**config.mk**
```make
export PLATFORM = sky130hd
export DESIGN_NAME = utf8_replacement_decoder_flat
export DESIGN_NICKNAME = d
export VERILOG_FILES = /design/src/hw/rtl/utf8rd_pkg.sv /design/src/hw/rtl/utf8rd_if.sv /design/src/hw/rtl/utf8rd_front.sv /design/src/hw/rtl/utf8rd_queue.sv /design/src/hw/rtl/utf8rd_back.sv /design/src/hw/rtl/utf8_replacement_decoder.sv /design/src/flat_wrapper.sv
export VERILOG_INCLUDE_DIRS = /design/src /design/src/hw/rtl
export SDC_FILE = /design/constraint.sdc
export NUM_CORES = 1
export LEC_CHECK = 0
export ABC_CLOCK_PERIOD_IN_PS = 16100
export CORE_ASPECT_RATIO = 0.7
export CORE_MARGIN = 2
export CORE_UTILIZATION = 30
export CTS_BUF_LIST = sky130_fd_sc_hd__clkbuf_16
export CTS_CLUSTER_DIAMETER = 60
export DETAILED_ROUTE_END_ITERATION = 8
export DONT_BUFFER_PORTS = 1
export MAX_ROUTING_LAYER = met4
export SYNTH_ARGS = -nofsm -noshare
export SYNTH_HDL_FRONTEND = slang
export SYNTH_SLANG_ARGS = --single-unit
```
**constraint.sdc**
```tcl
create_clock -name i_clk -period 16.1 [get_ports i_clk]
set_input_delay 0.805 -clock i_clk [delete_from_list [all_inputs] [get_ports i_clk]]
set_output_delay 0.805 -clock i_clk [all_outputs]
set_load 0.02 [all_outputs]
```
**src/hw/rtl/utf8_replacement_decoder_assert.svh**
```systemverilog
// Assertion macros shared by the decoder RTL.
// Included by the modules that carry concurrent checks; no dependencies.
`ifndef UTF8_REPLACEMENT_DECODER_ASSERT_SVH
`define UTF8_REPLACEMENT_DECODER_ASSERT_SVH

// check cons in the same cycle as ante
`define U8RD_ASSERT_IMP(lbl, clk, rst_n, ante, cons) \
    lbl: assert property (@(posedge clk) disable iff (!(rst_n)) (ante) |-> (cons)) \
        else $error("utf8rd assertion failed");

// check cons in the cycle after ante
`define U8RD_ASSERT_NXT(lbl, clk, rst_n, ante, cons) \
    lbl: assert property (@(posedge clk) disable iff (!(rst_n)) (ante) |=> (cons)) \
        else $error("utf8rd assertion failed");

`endif

```
**src/hw/rtl/utf8rd_pkg.sv**
```systemverilog
// Package for the UTF-8 replacement decoder: byte codes, run type, queue depth.
// No dependencies; used by the front end, queue, back end and top level.
package utf8rd_pkg;

    localparam int unsigned RUN_MAX     = 6;
    localparam int unsigned RUN_CNT_W   = $clog2(RUN_MAX + 1);
    localparam int unsigned QUEUE_DEPTH = 4;

    localparam logic [7:0] LEAD2_LO  = 8'hC2;
    localparam logic [7:0] LEAD2_HI  = 8'hDF;
    localparam logic [7:0] LEAD3_LO  = 8'hE0;
    localparam logic [7:0] LEAD3_HI  = 8'hEF;
    localparam logic [7:0] LEAD4_LO  = 8'hF0;
    localparam logic [7:0] LEAD4_HI  = 8'hF4;
    localparam logic [7:0] LEAD_E0   = 8'hE0;
    localparam logic [7:0] LEAD_ED   = 8'hED;
    localparam logic [7:0] LEAD_F0   = 8'hF0;
    localparam logic [7:0] LEAD_F4   = 8'hF4;
    localparam logic [7:0] TAIL_MASK = 8'hC0;
    localparam logic [7:0] TAIL_TAG  = 8'h80;
    localparam logic [7:0] ASCII_END = 8'h80;
    localparam logic [7:0] TAIL_A0   = 8'hA0;
    localparam logic [7:0] TAIL_90   = 8'h90;
    localparam logic [7:0] REPL_0    = 8'hEF;
    localparam logic [7:0] REPL_1    = 8'hBF;
    localparam logic [7:0] REPL_2    = 8'hBD;

    // one decoded item: bytes to send, how many, and the overflow flag they carry
    typedef struct packed {
        logic [RUN_MAX-1:0][7:0] bytes;
        logic [RUN_CNT_W-1:0]    cnt;
        logic                    flag;
    } t_run;

    typedef struct packed {
        logic valid;
        t_run run;
    } t_push;

endpackage

```
**src/hw/rtl/utf8rd_if.sv**
```systemverilog
// Channel interfaces of the decoder: input bytes, output bytes, limit writes.
// No dependencies.
interface utf8rd_in_if;
    logic       valid;
    logic       ready;
    logic [7:0] data_byte;
    logic       end_of_text;
    modport source (output valid, output data_byte, output end_of_text, input ready);
    modport sink (input valid, input data_byte, input end_of_text, output ready);
endinterface

interface utf8rd_out_if;
    logic       valid;
    logic       ready;
    logic [7:0] out_byte;
    logic       last_of_run;
    logic       limit_exceeded;
    modport source (output valid, output out_byte, output last_of_run,
                    output limit_exceeded, input ready);
    modport sink (input valid, input out_byte, input last_of_run,
                  input limit_exceeded, output ready);
endinterface

interface utf8rd_cfg_if;
    logic        valid;
    logic        ready;
    logic [31:0] output_limit;
    modport source (output valid, output output_limit, input ready);
    modport sink (input valid, input output_limit, output ready);
endinterface

```
**src/hw/rtl/utf8rd_front.sv**
```systemverilog
// Front end: accepts bytes, runs the UTF-8 sequence state, applies the output limit.
// Depends on utf8rd_pkg, utf8rd_if and the assertion header.
`include "utf8_replacement_decoder_assert.svh"

module utf8rd_front (
    input  logic                 i_clk,
    input  logic                 i_rst_n,
    utf8rd_in_if.sink            i_in,
    utf8rd_cfg_if.sink           i_cfg,
    input  logic                 i_q_ready,
    output utf8rd_pkg::t_push    o_push
);

    logic [31:0] r_limit;
    logic [31:0] r_count, n_count;
    logic        r_over, n_over;
    logic [7:0]  r_lead, n_lead;
    logic [1:0]  r_need, n_need;
    logic [1:0]  r_seen, n_seen;
    logic [7:0]  r_held [2];

    logic        acc;
    logic [7:0]  b;
    logic [1:0]  f_need;
    logic [1:0]  f_len;
    logic [7:0]  f0, f1, f2;
    logic        tail_good;
    logic        complete;
    logic        hold_wr;
    logic [utf8rd_pkg::RUN_MAX-1:0][7:0] run_bytes;
    logic [utf8rd_pkg::RUN_CNT_W-1:0]    run_len;
    logic [utf8rd_pkg::RUN_CNT_W-1:0]    keep;
    logic [31:0] room;
    logic        has_room;
    logic        dropped;

    assign i_in.ready  = i_q_ready;
    assign i_cfg.ready = 1'b1;
    assign acc = i_in.valid && i_in.ready;
    assign b   = i_in.data_byte;

    always_comb begin
        f_need = 2'd0;
        if (b >= utf8rd_pkg::LEAD2_LO && b <= utf8rd_pkg::LEAD2_HI) begin
            f_need = 2'd1;
        end else if (b >= utf8rd_pkg::LEAD3_LO && b <= utf8rd_pkg::LEAD3_HI) begin
            f_need = 2'd2;
        end else if (b >= utf8rd_pkg::LEAD4_LO && b <= utf8rd_pkg::LEAD4_HI) begin
            f_need = 2'd3;
        end
        if (b < utf8rd_pkg::ASCII_END) begin
            f_len = 2'd1;
            f0 = b;
            f1 = utf8rd_pkg::REPL_1;
            f2 = utf8rd_pkg::REPL_2;
        end else begin
            f_len = (f_need == 2'd0) ? 2'd3 : 2'd0;
            f0 = utf8rd_pkg::REPL_0;
            f1 = utf8rd_pkg::REPL_1;
            f2 = utf8rd_pkg::REPL_2;
        end
    end

    always_comb begin
        tail_good = (b & utf8rd_pkg::TAIL_MASK) == utf8rd_pkg::TAIL_TAG;
        if (r_seen == 2'd0) begin
            if (r_lead == utf8rd_pkg::LEAD_E0 && b < utf8rd_pkg::TAIL_A0) tail_good = 1'b0;
            if (r_lead == utf8rd_pkg::LEAD_ED && b >= utf8rd_pkg::TAIL_A0) tail_good = 1'b0;
            if (r_lead == utf8rd_pkg::LEAD_F0 && b < utf8rd_pkg::TAIL_90) tail_good = 1'b0;
            if (r_lead == utf8rd_pkg::LEAD_F4 && b >= utf8rd_pkg::TAIL_90) tail_good = 1'b0;
        end
        complete = (2'(r_seen + 2'd1) == r_need);
    end

    always_comb begin
        run_bytes = '0;
        run_len   = '0;
        n_lead    = r_lead;
        n_need    = r_need;
        n_seen    = r_seen;
        hold_wr   = 1'b0;
        if (i_in.end_of_text) begin
            run_bytes[0] = utf8rd_pkg::REPL_0;
            run_bytes[1] = utf8rd_pkg::REPL_1;
            run_bytes[2] = utf8rd_pkg::REPL_2;
            run_len = (r_need != 2'd0) ? utf8rd_pkg::RUN_CNT_W'(3) : '0;
            n_lead = '0;
            n_need = '0;
            n_seen = '0;
        end else if (r_need == 2'd0 || !tail_good) begin
            if (r_need == 2'd0) begin
                run_bytes[0] = f0;
                run_bytes[1] = f1;
                run_bytes[2] = f2;
                run_len = utf8rd_pkg::RUN_CNT_W'(f_len);
            end else begin
                run_bytes[0] = utf8rd_pkg::REPL_0;
                run_bytes[1] = utf8rd_pkg::REPL_1;
                run_bytes[2] = utf8rd_pkg::REPL_2;
                run_bytes[3] = f0;
                run_bytes[4] = f1;
                run_bytes[5] = f2;
                run_len = utf8rd_pkg::RUN_CNT_W'(f_len) + utf8rd_pkg::RUN_CNT_W'(3);
            end
            n_lead = (f_need != 2'd0) ? b : '0;
            n_need = f_need;
            n_seen = '0;
        end else if (complete) begin
            run_bytes[0] = r_lead;
            run_bytes[1] = (r_seen == 2'd0) ? b : r_held[0];
            run_bytes[2] = (r_seen == 2'd1) ? b : r_held[1];
            run_bytes[3] = b;
            run_len = utf8rd_pkg::RUN_CNT_W'(r_need) + utf8rd_pkg::RUN_CNT_W'(1);
            n_lead = '0;
            n_need = '0;
            n_seen = '0;
        end else begin
            hold_wr = 1'b1;
            n_seen = 2'(r_seen + 2'd1);
        end
    end

    always_comb begin
        has_room = r_count < r_limit;
        room     = r_limit - r_count;
        if (!has_room) begin
            keep = '0;
        end else if (room < 32'(run_len)) begin
            keep = room[utf8rd_pkg::RUN_CNT_W-1:0];
        end else begin
            keep = run_len;
        end
        dropped = keep < run_len;
        n_count = r_count + 32'(keep);
        n_over  = r_over | dropped;
        o_push.valid = acc && (run_len != '0);
        if (keep == '0) begin
            o_push.run.bytes = '0;
            o_push.run.cnt   = utf8rd_pkg::RUN_CNT_W'(1);
            o_push.run.flag  = 1'b1;
        end else begin
            o_push.run.bytes = run_bytes;
            o_push.run.cnt   = keep;
            o_push.run.flag  = n_over;
        end
    end

    always_ff @(posedge i_clk) begin
        if (!i_rst_n) begin
            r_limit <= '1;
            r_count <= '0;
            r_over  <= 1'b0;
            r_lead  <= '0;
            r_need  <= '0;
            r_seen  <= '0;
        end else begin
            if (i_cfg.valid) begin
                r_limit <= i_cfg.output_limit;
            end
            if (acc) begin
                r_count <= n_count;
                r_over  <= n_over;
                r_lead  <= n_lead;
                r_need  <= n_need;
                r_seen  <= n_seen;
            end
        end
    end

    always_ff @(posedge i_clk) begin
        if (acc && hold_wr) begin
            r_held[r_seen[0]] <= b;
        end
    end

    `U8RD_ASSERT_IMP(a_idle_no_tails, i_clk, i_rst_n, r_need == 2'd0, r_seen == 2'd0)
    `U8RD_ASSERT_NXT(a_over_sticky, i_clk, i_rst_n, r_over, r_over)

endmodule

```
**src/hw/rtl/utf8rd_queue.sv**
```systemverilog
// Short queue of decoded runs between the front end and the serializer.
// Depends on utf8rd_pkg and the assertion header.
`include "utf8_replacement_decoder_assert.svh"

module utf8rd_queue #(
    parameter int unsigned DEPTH = utf8rd_pkg::QUEUE_DEPTH
) (
    input  logic               i_clk,
    input  logic               i_rst_n,
    input  utf8rd_pkg::t_push  i_push,
    output logic               o_ready,
    output logic               o_valid,
    output utf8rd_pkg::t_run   o_head,
    input  logic               i_pop
);

    localparam int unsigned PW = (DEPTH > 1) ? $clog2(DEPTH) : 1;
    localparam int unsigned CW = $clog2(DEPTH + 1);

    utf8rd_pkg::t_run r_mem [DEPTH];
    logic [PW-1:0] r_wr, r_rd;
    logic [CW-1:0] r_count;

    assign o_ready = r_count != CW'(DEPTH);
    assign o_valid = r_count != '0;
    assign o_head  = r_mem[r_rd];

    always_ff @(posedge i_clk) begin
        if (i_push.valid) begin
            r_mem[r_wr] <= i_push.run;
        end
    end

    always_ff @(posedge i_clk) begin
        if (!i_rst_n) begin
            r_wr    <= '0;
            r_rd    <= '0;
            r_count <= '0;
        end else begin
            if (i_push.valid) begin
                r_wr <= (r_wr == PW'(DEPTH - 1)) ? '0 : PW'(r_wr + 1'b1);
            end
            if (i_pop) begin
                r_rd <= (r_rd == PW'(DEPTH - 1)) ? '0 : PW'(r_rd + 1'b1);
            end
            case ({i_push.valid, i_pop})
                2'b10:   r_count <= CW'(r_count + 1'b1);
                2'b01:   r_count <= CW'(r_count - 1'b1);
                default: r_count <= r_count;
            endcase
        end
    end

    `U8RD_ASSERT_IMP(a_no_push_full, i_clk, i_rst_n, i_push.valid, r_count != CW'(DEPTH))
    `U8RD_ASSERT_IMP(a_no_pop_empty, i_clk, i_rst_n, i_pop, r_count != '0)

endmodule

```
**src/hw/rtl/utf8rd_back.sv**
```systemverilog
// Back end: sends run bytes one per cycle while o_out is ready, via an output register.
// Depends on utf8rd_pkg, utf8rd_if and the assertion header.
`include "utf8_replacement_decoder_assert.svh"

module utf8rd_back (
    input  logic              i_clk,
    input  logic              i_rst_n,
    input  logic              i_q_valid,
    input  utf8rd_pkg::t_run  i_head,
    output logic              o_pop,
    utf8rd_out_if.source      o_out
);

    localparam int unsigned IW = $clog2(utf8rd_pkg::RUN_MAX);

    logic [IW-1:0] r_idx;
    logic          r_valid;
    logic [7:0]    r_byte;
    logic          r_last;
    logic          r_flag;
    logic          advance;
    logic          last;

    assign advance = !r_valid || o_out.ready;
    assign last    = utf8rd_pkg::RUN_CNT_W'(r_idx) + utf8rd_pkg::RUN_CNT_W'(1) == i_head.cnt;
    assign o_pop   = advance && i_q_valid && last;

    assign o_out.valid          = r_valid;
    assign o_out.out_byte       = r_byte;
    assign o_out.last_of_run    = r_last;
    assign o_out.limit_exceeded = r_flag;

    always_ff @(posedge i_clk) begin
        if (!i_rst_n) begin
            r_valid <= 1'b0;
            r_idx   <= '0;
        end else if (advance) begin
            r_valid <= i_q_valid;
            if (i_q_valid) begin
                r_idx <= last ? '0 : IW'(r_idx + 1'b1);
            end
        end
    end

    always_ff @(posedge i_clk) begin
        if (advance && i_q_valid) begin
            r_byte <= i_head.bytes[r_idx];
            r_last <= last;
            r_flag <= i_head.flag;
        end
    end

    `U8RD_ASSERT_IMP(a_idx_in_run, i_clk, i_rst_n, i_q_valid,
        utf8rd_pkg::RUN_CNT_W'(r_idx) < i_head.cnt)

endmodule

```
**src/hw/rtl/utf8_replacement_decoder.sv**
```systemverilog
// UTF-8 decoder with replacement: front end, run queue and byte serializer.
// An accepted item is written to the queue, then its first byte goes to the output register.
// Throughput: one item per cycle while o_out is ready and each item yields at most one byte;
// an item that yields more bytes holds the single output byte register until its last is sent.
// Reset (synchronous, active low) clears the pending sequence, byte count, overflow flag
// and queue, and sets the output limit to FFFFFFFF.
module utf8_replacement_decoder #(
    parameter int unsigned QUEUE_DEPTH = utf8rd_pkg::QUEUE_DEPTH
) (
    input  logic          i_clk,
    input  logic          i_rst_n,
    utf8rd_in_if.sink     i_in,
    utf8rd_cfg_if.sink    i_cfg,
    utf8rd_out_if.source  o_out
);

    utf8rd_pkg::t_push push;
    utf8rd_pkg::t_run  head;
    logic              q_ready;
    logic              q_valid;
    logic              pop;

    utf8rd_front u_front (
        .i_clk     (i_clk),
        .i_rst_n   (i_rst_n),
        .i_in      (i_in),
        .i_cfg     (i_cfg),
        .i_q_ready (q_ready),
        .o_push    (push)
    );

    utf8rd_queue #(
        .DEPTH (QUEUE_DEPTH)
    ) u_queue (
        .i_clk   (i_clk),
        .i_rst_n (i_rst_n),
        .i_push  (push),
        .o_ready (q_ready),
        .o_valid (q_valid),
        .o_head  (head),
        .i_pop   (pop)
    );

    utf8rd_back u_back (
        .i_clk     (i_clk),
        .i_rst_n   (i_rst_n),
        .i_q_valid (q_valid),
        .i_head    (head),
        .o_pop     (pop),
        .o_out     (o_out)
    );

endmodule
```
**src/flat_wrapper.sv**
```systemverilog
// flat-port wrapper written by rule: the top's interface ports become plain ports
module utf8_replacement_decoder_flat 
#(
    parameter int unsigned QUEUE_DEPTH = utf8rd_pkg::QUEUE_DEPTH
)
  (i_clk, i_rst_n, i_in_valid, i_in_data_byte, i_in_end_of_text, i_in_ready, i_cfg_valid, i_cfg_output_limit, i_cfg_ready, o_out_valid, o_out_out_byte, o_out_last_of_run, o_out_limit_exceeded, o_out_ready);
  utf8rd_in_if i_in_i ();
  utf8rd_cfg_if i_cfg_i ();
  utf8rd_out_if o_out_i ();
  input  logic i_clk;
  input  logic i_rst_n;
  input wire logic [$bits(i_in_i.valid)-1:0] i_in_valid;
  input wire logic [$bits(i_in_i.data_byte)-1:0] i_in_data_byte;
  input wire logic [$bits(i_in_i.end_of_text)-1:0] i_in_end_of_text;
  output wire logic [$bits(i_in_i.ready)-1:0] i_in_ready;
  input wire logic [$bits(i_cfg_i.valid)-1:0] i_cfg_valid;
  input wire logic [$bits(i_cfg_i.output_limit)-1:0] i_cfg_output_limit;
  output wire logic [$bits(i_cfg_i.ready)-1:0] i_cfg_ready;
  output wire logic [$bits(o_out_i.valid)-1:0] o_out_valid;
  output wire logic [$bits(o_out_i.out_byte)-1:0] o_out_out_byte;
  output wire logic [$bits(o_out_i.last_of_run)-1:0] o_out_last_of_run;
  output wire logic [$bits(o_out_i.limit_exceeded)-1:0] o_out_limit_exceeded;
  input wire logic [$bits(o_out_i.ready)-1:0] o_out_ready;
  assign i_in_i.valid = i_in_valid;
  assign i_in_i.data_byte = i_in_data_byte;
  assign i_in_i.end_of_text = i_in_end_of_text;
  assign i_in_ready = i_in_i.ready;
  assign i_cfg_i.valid = i_cfg_valid;
  assign i_cfg_i.output_limit = i_cfg_output_limit;
  assign i_cfg_ready = i_cfg_i.ready;
  assign o_out_valid = o_out_i.valid;
  assign o_out_out_byte = o_out_i.out_byte;
  assign o_out_last_of_run = o_out_i.last_of_run;
  assign o_out_limit_exceeded = o_out_i.limit_exceeded;
  assign o_out_i.ready = o_out_ready;
  utf8_replacement_decoder #(.QUEUE_DEPTH(QUEUE_DEPTH)) u_core (.i_clk(i_clk), .i_rst_n(i_rst_n), .i_in(i_in_i), .i_cfg(i_cfg_i), .o_out(o_out_i));
endmodule
```
# Yosys cells after proc, flatten, opt, wreduce, memory -nomap -nowiden
# Memory sizes are Yosys's and may differ from the RTL's. A register that Yosys moved wholly into a read port is not among the register bits.
# Index checks and enable logic that the tools add are counted.
# op_classes
n_addsub	10
reduce_logical	28
n_bitwise	1
n_eq_ne	13
order_cmp	15
muxes	53
# ops
cell	count
$mux 24	3
$mux 8	9
$mux 32	2
$mux 52	1
$ge 8x8->1 const B	5
$add 32x3->32	1
$eq 8x8->1 const B	4
$lt 32x3->1	1
$lt 32x32->1	1
$mux 2	16
$sub 32x32->32	1
$bmux 8 s3	1
$le 8x8->1 const B	3
$lt 8x8->1 const B	3
$mux 3	7
$mux 16	1
$logic_and 1x1->1	12
$mux 1	12
$reduce_bool 3->1	3
$eq 2x2->1 const B	4
$add 2x1->2 const B	3
$add 3x1->3 const B	2
$logic_not 2->1	3
$pmux 3 s2	1
other kinds (15)	21
# totals
output_inout_bits	13
mem_count	2
reg_bits	98
inputBits	46
wordCells	136
ramBits	224
# mem_list
name	words	width	read_ports	rd_clocked_by_memory_dff	write_ports	line_no	rtl
u_core.u_queue.r_mem	4	52	1	1	1	utf8rd_queue.sv:20	utf8rd_pkg::t_run r_mem [DEPTH];
u_core.u_front.r_held	2	8	2	0	1	utf8rd_front.sv:20	logic [7:0] r_held [2];

# Longest topological paths before layout
# depth
ltp_word	18
mapped_depth	29
depth_no_buf	27

# Cells and area by module
# A second synthesis with hierarchy kept.
# hier_totals
cells_unflattened	1361
area_unflattened_um2	16554.6
# by_module_without_submodules
module	cells_each	instances	area_each_um2	seq_area_each_um2
utf8rd_queue	319	1	8029.0	6426.2
utf8rd_front	967	1	7594.8	2021.9
utf8rd_back	75	1	930.9	380.4

# Worst setup path after synthesis
# Ideal clock, no wire load.
# synth_timing
path_kind	input to register
from	in i_in_data_byte[4]
to	reg u_core.u_front.r_count[18]
cell_stages	25
setup_time_ps	134
required_ps	15966
setup_slack_ps	9832
arrival_ps	6134
n_path_buf	2
path_cell_list	clkbuf_1 a2111oi_0 mux2i_1 a22oi_1 clkbuf_1 a21oi_1 nand2_1 o2111ai_1 o21ai_0 inv_1 ha_1 a221o_1 nor4_1 nor4b_1 nand4_1 or4_4 nor3_4 a31oi_1 o31a_1 ha_1 fa_1 clkinv_1 nor2_1 o2111a_1 or4_1
# synth_via
elab_chain_len	16
word_cells_on_any_way	39
classes_between	add/sub: 2; order compare: 12; mux: 15; reduce/logical: 10
# synth_rtl
item	line_no	rtl
from (decl)	flat_wrapper.sv:13	input wire logic [$bits(i_in_i.data_byte)-1:0] i_in_data_byte;
$ge 8x8->1 / $le 8x8->1 (equally long branches)	utf8rd_front.sv:48	end else if (b >= utf8rd_pkg::LEAD4_LO && b <= utf8rd_pkg::LEAD4_HI) begin
$logic_and 1x1->1	utf8rd_front.sv:48	
$mux 2	utf8rd_front.sv:48	
$mux 2	utf8rd_front.sv:46	end else if (b >= utf8rd_pkg::LEAD3_LO && b <= utf8rd_pkg::LEAD3_HI) begin
$mux 2	utf8rd_front.sv:44	if (b >= utf8rd_pkg::LEAD2_LO && b <= utf8rd_pkg::LEAD2_HI) begin
$logic_not 2->1	utf8rd_front.sv:57	f_len = (f_need == 2'd0) ? 2'd3 : 2'd0;
$mux 2	utf8rd_front.sv:57	
$mux 2	utf8rd_front.sv:51	if (b < utf8rd_pkg::ASCII_END) begin
$add 2x2->3	utf8rd_front.sv:103	run_len = utf8rd_pkg::RUN_CNT_W'(f_len) + utf8rd_pkg::RUN_CNT_W'(3);
$mux 3	utf8rd_front.sv:91	if (r_need == 2'd0) begin
$mux 3 *	utf8rd_front.sv:90	end else if (r_need == 2'd0 || !tail_good) begin
$mux 3 *	utf8rd_front.sv:82	if (i_in.end_of_text) begin
$lt 32x3->1	utf8rd_front.sv:128	end else if (room < 32'(run_len)) begin
$mux 3 *	utf8rd_front.sv:128	
$mux 3 *	utf8rd_front.sv:126	if (!has_room) begin
$add 32x3->32 *	utf8rd_front.sv:134	n_count = r_count + 32'(keep);
to (signal assigned)	utf8rd_front.sv:161	r_count <= n_count;
to (decl)	utf8rd_front.sv:15	logic [31:0] r_count, n_count;
# Mark *: on every way between the ends. The rest lies on a longest branch, timed or not.
# A chain may end at the register's enable or synchronous reset.

# Worst setup path in the final report
# layout_timing
from	reg u_core.u_front.r_seen[0]
to	reg u_core.u_front.r_count[16]
# layout_via
elab_chain_len	10
word_cells_on_any_way	13
classes_between	add/sub: 2; order compare: 1; eq/ne: 1; mux: 6; reduce/logical: 3
# layout_rtl
item	line_no	rtl
from (decl)	utf8rd_front.sv:19	logic [1:0] r_seen, n_seen;
from (signal assigned)	utf8rd_front.sv:165	r_seen <= n_seen;
branches (longest 4 deep; another with $add 2x1->2)	--	
$mux 3 *	utf8rd_front.sv:90	
$mux 3 *	utf8rd_front.sv:82	
$lt 32x3->1	utf8rd_front.sv:128	
$mux 3 *	utf8rd_front.sv:128	
$mux 3 *	utf8rd_front.sv:126	
$add 32x3->32 *	utf8rd_front.sv:134	
# Every way passes the cells marked *.

==> metrics.md <==
| Metric | Value |
|---|---|
| Largest net degree at the start of global routing | `75` |
| Initial DRT Pass Iterations | `5` |
| Reported net switching power | `0.000522 W` |
| Fraction of registers with async set/reset | `0` |
| Max frequency | `0.130 GHz` |
| Crit path required time | `16550 ps` |
| Power Density | `115 nW/µm²` |
| R2r worst-path depth | `24` |
| Gates resized, CTS repair | `0` |
| DR WL/cell | `19.6 µm` |
| Ant. Diodes | `0` |
| Clock Power Share | `0.385` |
| Crit-path max FO | `24` |
| Commonest non-fill, non-tap cell in the layout | `edfxtp_1` |
| Setup violators final | `0` |
| Critical Path End Type | `flip-flop` |
| Initial Utilization | `0.306` |
| Hold WS | `288 ps` |
| Port bufs | `0` |
| Tot GR Track Use | `0.152` |
| Syn Nets | `1404` |
| Mean Syn Cell Area | `10.9 µm²` |
| WP data arrival | `8140 ps` |
| Main synth FF type | `edfxtp_1` |
| CTS Sinks | `264` |
| Leakage power | `5.34 nW` |
| Post-route ant nets | `0` |
| Critical path startpoint category | `flip-flop` |
| Hold_buf cts | `0` |
| CTS max path bufs | `3` |
| Routed vias/inst | `5.49` |
| Combinational power share | `0.161` |
| Period utilization | `0.477` |
| Multi-input logic area | `6620 µm²` |
| Seq pwr share | `0.454` |
| GP Congestion | `0.876` |
| CTS Root Buffer Type | `clkbuf_16` |
| Netlist cell types | `94` |
| Sequential cell area | `7030 µm²` |
| Final global-route overflow total | `0` |
| Run status | `completed` |
| Final HPWL DP | `25900 µm` |
| Switching Share | `0.288` |
| Commonest cells after routing, fill and taps aside | `edfxtp_1 (174), nand2_1 (126), dfxtp_1 (89)` |
| Die X | `265 µm` |
| Worst reg2reg startpoint | `u_core.u_front.r_seen[0]` |
| Worst min-delay path class | `in -> reg` |
| Global-route wire length before repair | `58200 µm` |
| Non-Filler Instances | `1899` |
| Fillcell total | `4602` |
| Chip height | `187 µm` |
| Unrepaired setup endpoints after global routing | `no` |
| Reg clk slew, reported paths | `70 ps` |
| Postcts setup bufs | `0` |
| Mapped cell area | `14300 µm²` |
| Die area | `49400 µm²` |
| Vias in the first global route | `9841` |
| CTS tree | `done` |
| Via count | `10400` |
| R2r setup slk | `8420 ps` |
| Worst skew pair latency | `590 ps` |
| Htree depth | `1` |
| Int Pwr | `0.00129 W` |
| CORE AREA | `46700 µm²` |
| Overall routed net length | `37100 µm` |
| Maxcap violations | `0` |
| IO Pins | `59` |
| Initial antenna violation count | `0` |
| Layout Nets | `1362` |
| Period minus WS final | `7680 ps` |
| Rows | `66` |
| Residual DRC count | `0` |
| IR Drop Worst-Case VDD | `79.7 µV` |
| Seq cells post-synth | `264` |
| Critical Path Source | `u_core.u_front.r_seen[0]` |
| Synth Warn # | `0` |
| Final hold vios | `0` |
| Crit path to | `u_core.u_front.r_count[16]` |
| Seq/Total Area, Yosys | `0.492` |
| Share of cells above drive strength 1 | `0.107` |
| Synthesis-to-finish area growth | `10.5%` |
| Setup CP Type | `reg -> reg` |
| Max Clock Skew | `12.9 ps` |
| FF-to-FF End | `u_core.u_front.r_count[16]` |
| Slew @ Worst Pin | `1180 ps` |
| TritonCTS buffer count | `30` |
| DRT iter0 DRCs | `1039` |
| Final Max Tran Viols | `0` |
| Setup TNS | `0 ps` |
| Post-synthesis cell count | `1305` |
| Placed cells | `1843` |
| Number of synthesized flops with an enable pin | `174` |
| Relative slew slack | `0.207` |
==> logic make-up after synthesis <==
family / after synthesis / share of synthesized area
and+or+nand+nor: 411 / 0.143
other: 1 / 0.000263
adders and majority gates: 53 / 0.0480
buffers and inverters: 158 / 0.0461
DFF: 264 / 0.492
AOI/OAI and AO/OA: 288 / 0.144
xor gates and xnor gates: 24 / 0.0147
muxes: 106 / 0.112
==> registers in the layout, indices dropped and copies added (netlist names), 3 cells and up, named ones only <==
register	count
u_core.u_queue.r_mem	148
u_core.u_front.r_held	16
u_core.u_back.o_out.out_byte	8
u_core.u_front.r_lead	8
u_core.u_back.r_idx	3
u_core.u_queue.r_count	3
u_core.u_front.r_limit	32
u_core.u_front.r_count	32
==> Yosys cell counts (14+ instances only) <==
cell type | instances | area share
nor4_1 | 15 | 0.0066
mux4_2 | 43 | 0.068
nand3_1 | 45 | 0.016
edfxtp_1 | 174 | 0.37
ha_1 | 50 | 0.044
mux2i_1 | 62 | 0.043
xor2_1 | 14 | 0.0086
inv_1 | 73 | 0.019
nand4_1 | 25 | 0.011
a211oi_1 | 21 | 0.011
nor2_1 | 88 | 0.023
nand2_1 | 126 | 0.033
dfxtp_1 | 90 | 0.13
clkbuf_1 | 52 | 0.014
a21oi_1 | 82 | 0.029
nor3_1 | 30 | 0.011
o2111ai_1 | 20 | 0.012
o21ai_0 | 37 | 0.013
==> metrics by stage <==
stage | total power [W] | util | area, µm² | worst slack (ps)
6_report | 0.00181 | 0.338 | 15800 | 8420
5_1_grt | 0.00189 | 0.338 | 15800 | 7880
4_1_cts | 0.00183 | 0.338 | 15800 | 8520
3_5_place_dp | 0.00113 | 0.316 | 14800 | 8400
3_3_place_gp | 0.00112 | 0.316 | 14800 | 8720
2_1_floorplan | 0.00105 | - | 14300 | 9830
==> power by group through the flow <==
stage / Clock (W) / Sequential (W) / Combinational (W)
after floorplan: 0 / 0.000818 / 0.000234
after global placement: 0 / 0.000837 / 0.000285
after detailed placement: 0 / 0.000839 / 0.000288
after CTS: 0.000714 / 0.000824 / 0.000289
after global routing: 0.000742 / 0.000829 / 0.000319
final: 0.000698 / 0.000823 / 0.000291
==> area by class of cell <==
| type | instances | area share |
|---|---|---|
| inverter | 75 | 0.0178 |
| timing repair buffer | 9 | 0.00428 |
| clock inverter | 26 | 0.0175 |
| sequential | 264 | 0.445 |
| tap | 612 | 0.0485 |
| clock buffer | 30 | 0.0476 |
| multi-input combinational | 883 | 0.419 |
==> metal layers <==
layer | part of all wire | vias to the layer above | wire (µm) | track usage
met5 | 0 | - | 0 | -
li1 | - | 4899 | - | -
met1 | 0.50 | 5096 | 18400 | 0.231
met4 | 0.023 | 0 | 855 | 0.0380
met3 | 0.071 | 59 | 2640 | 0.0255
met2 | 0.41 | 373 | 15200 | 0.207
==> critical path, stage by stage (launching register included) <==
cell,delay [ps]
dfxtp_1,360
inv_1,110
ha_1,550
nand4_1,210
a22oi_1,730
a21oi_1,80
nand2_1,100
o2111ai_1,140
o21ai_0,210
inv_1,160
ha_1,210
a221o_1,310
nor4_1,190
nor4b_1,250
nand4_1,130
or4_4,520
nor3_4,380
and3b_1,280
o31a_1,240
ha_1,220
fa_1,320
clkinv_1,590
nand2_1,650
nor3_1,80
or4b_1,520
==> worst min-delay path by stage <==
stage,slack (ps),depth (start not counted),to,start
floorplan,430,2,u_core.u_front.r_over,u_core.u_front.r_over
global route,260,1,u_core.u_front.r_limit[31],i_rst_n
finish,290,1,u_core.u_front.r_limit[31],i_rst_n
detailed placement,450,2,u_core.u_front.r_over,u_core.u_front.r_over
global placement,440,2,u_core.u_front.r_over,u_core.u_front.r_over
CTS,260,1,u_core.u_front.r_limit[31],i_rst_n
No activity file was read; power rests on OpenSTA's default activity.
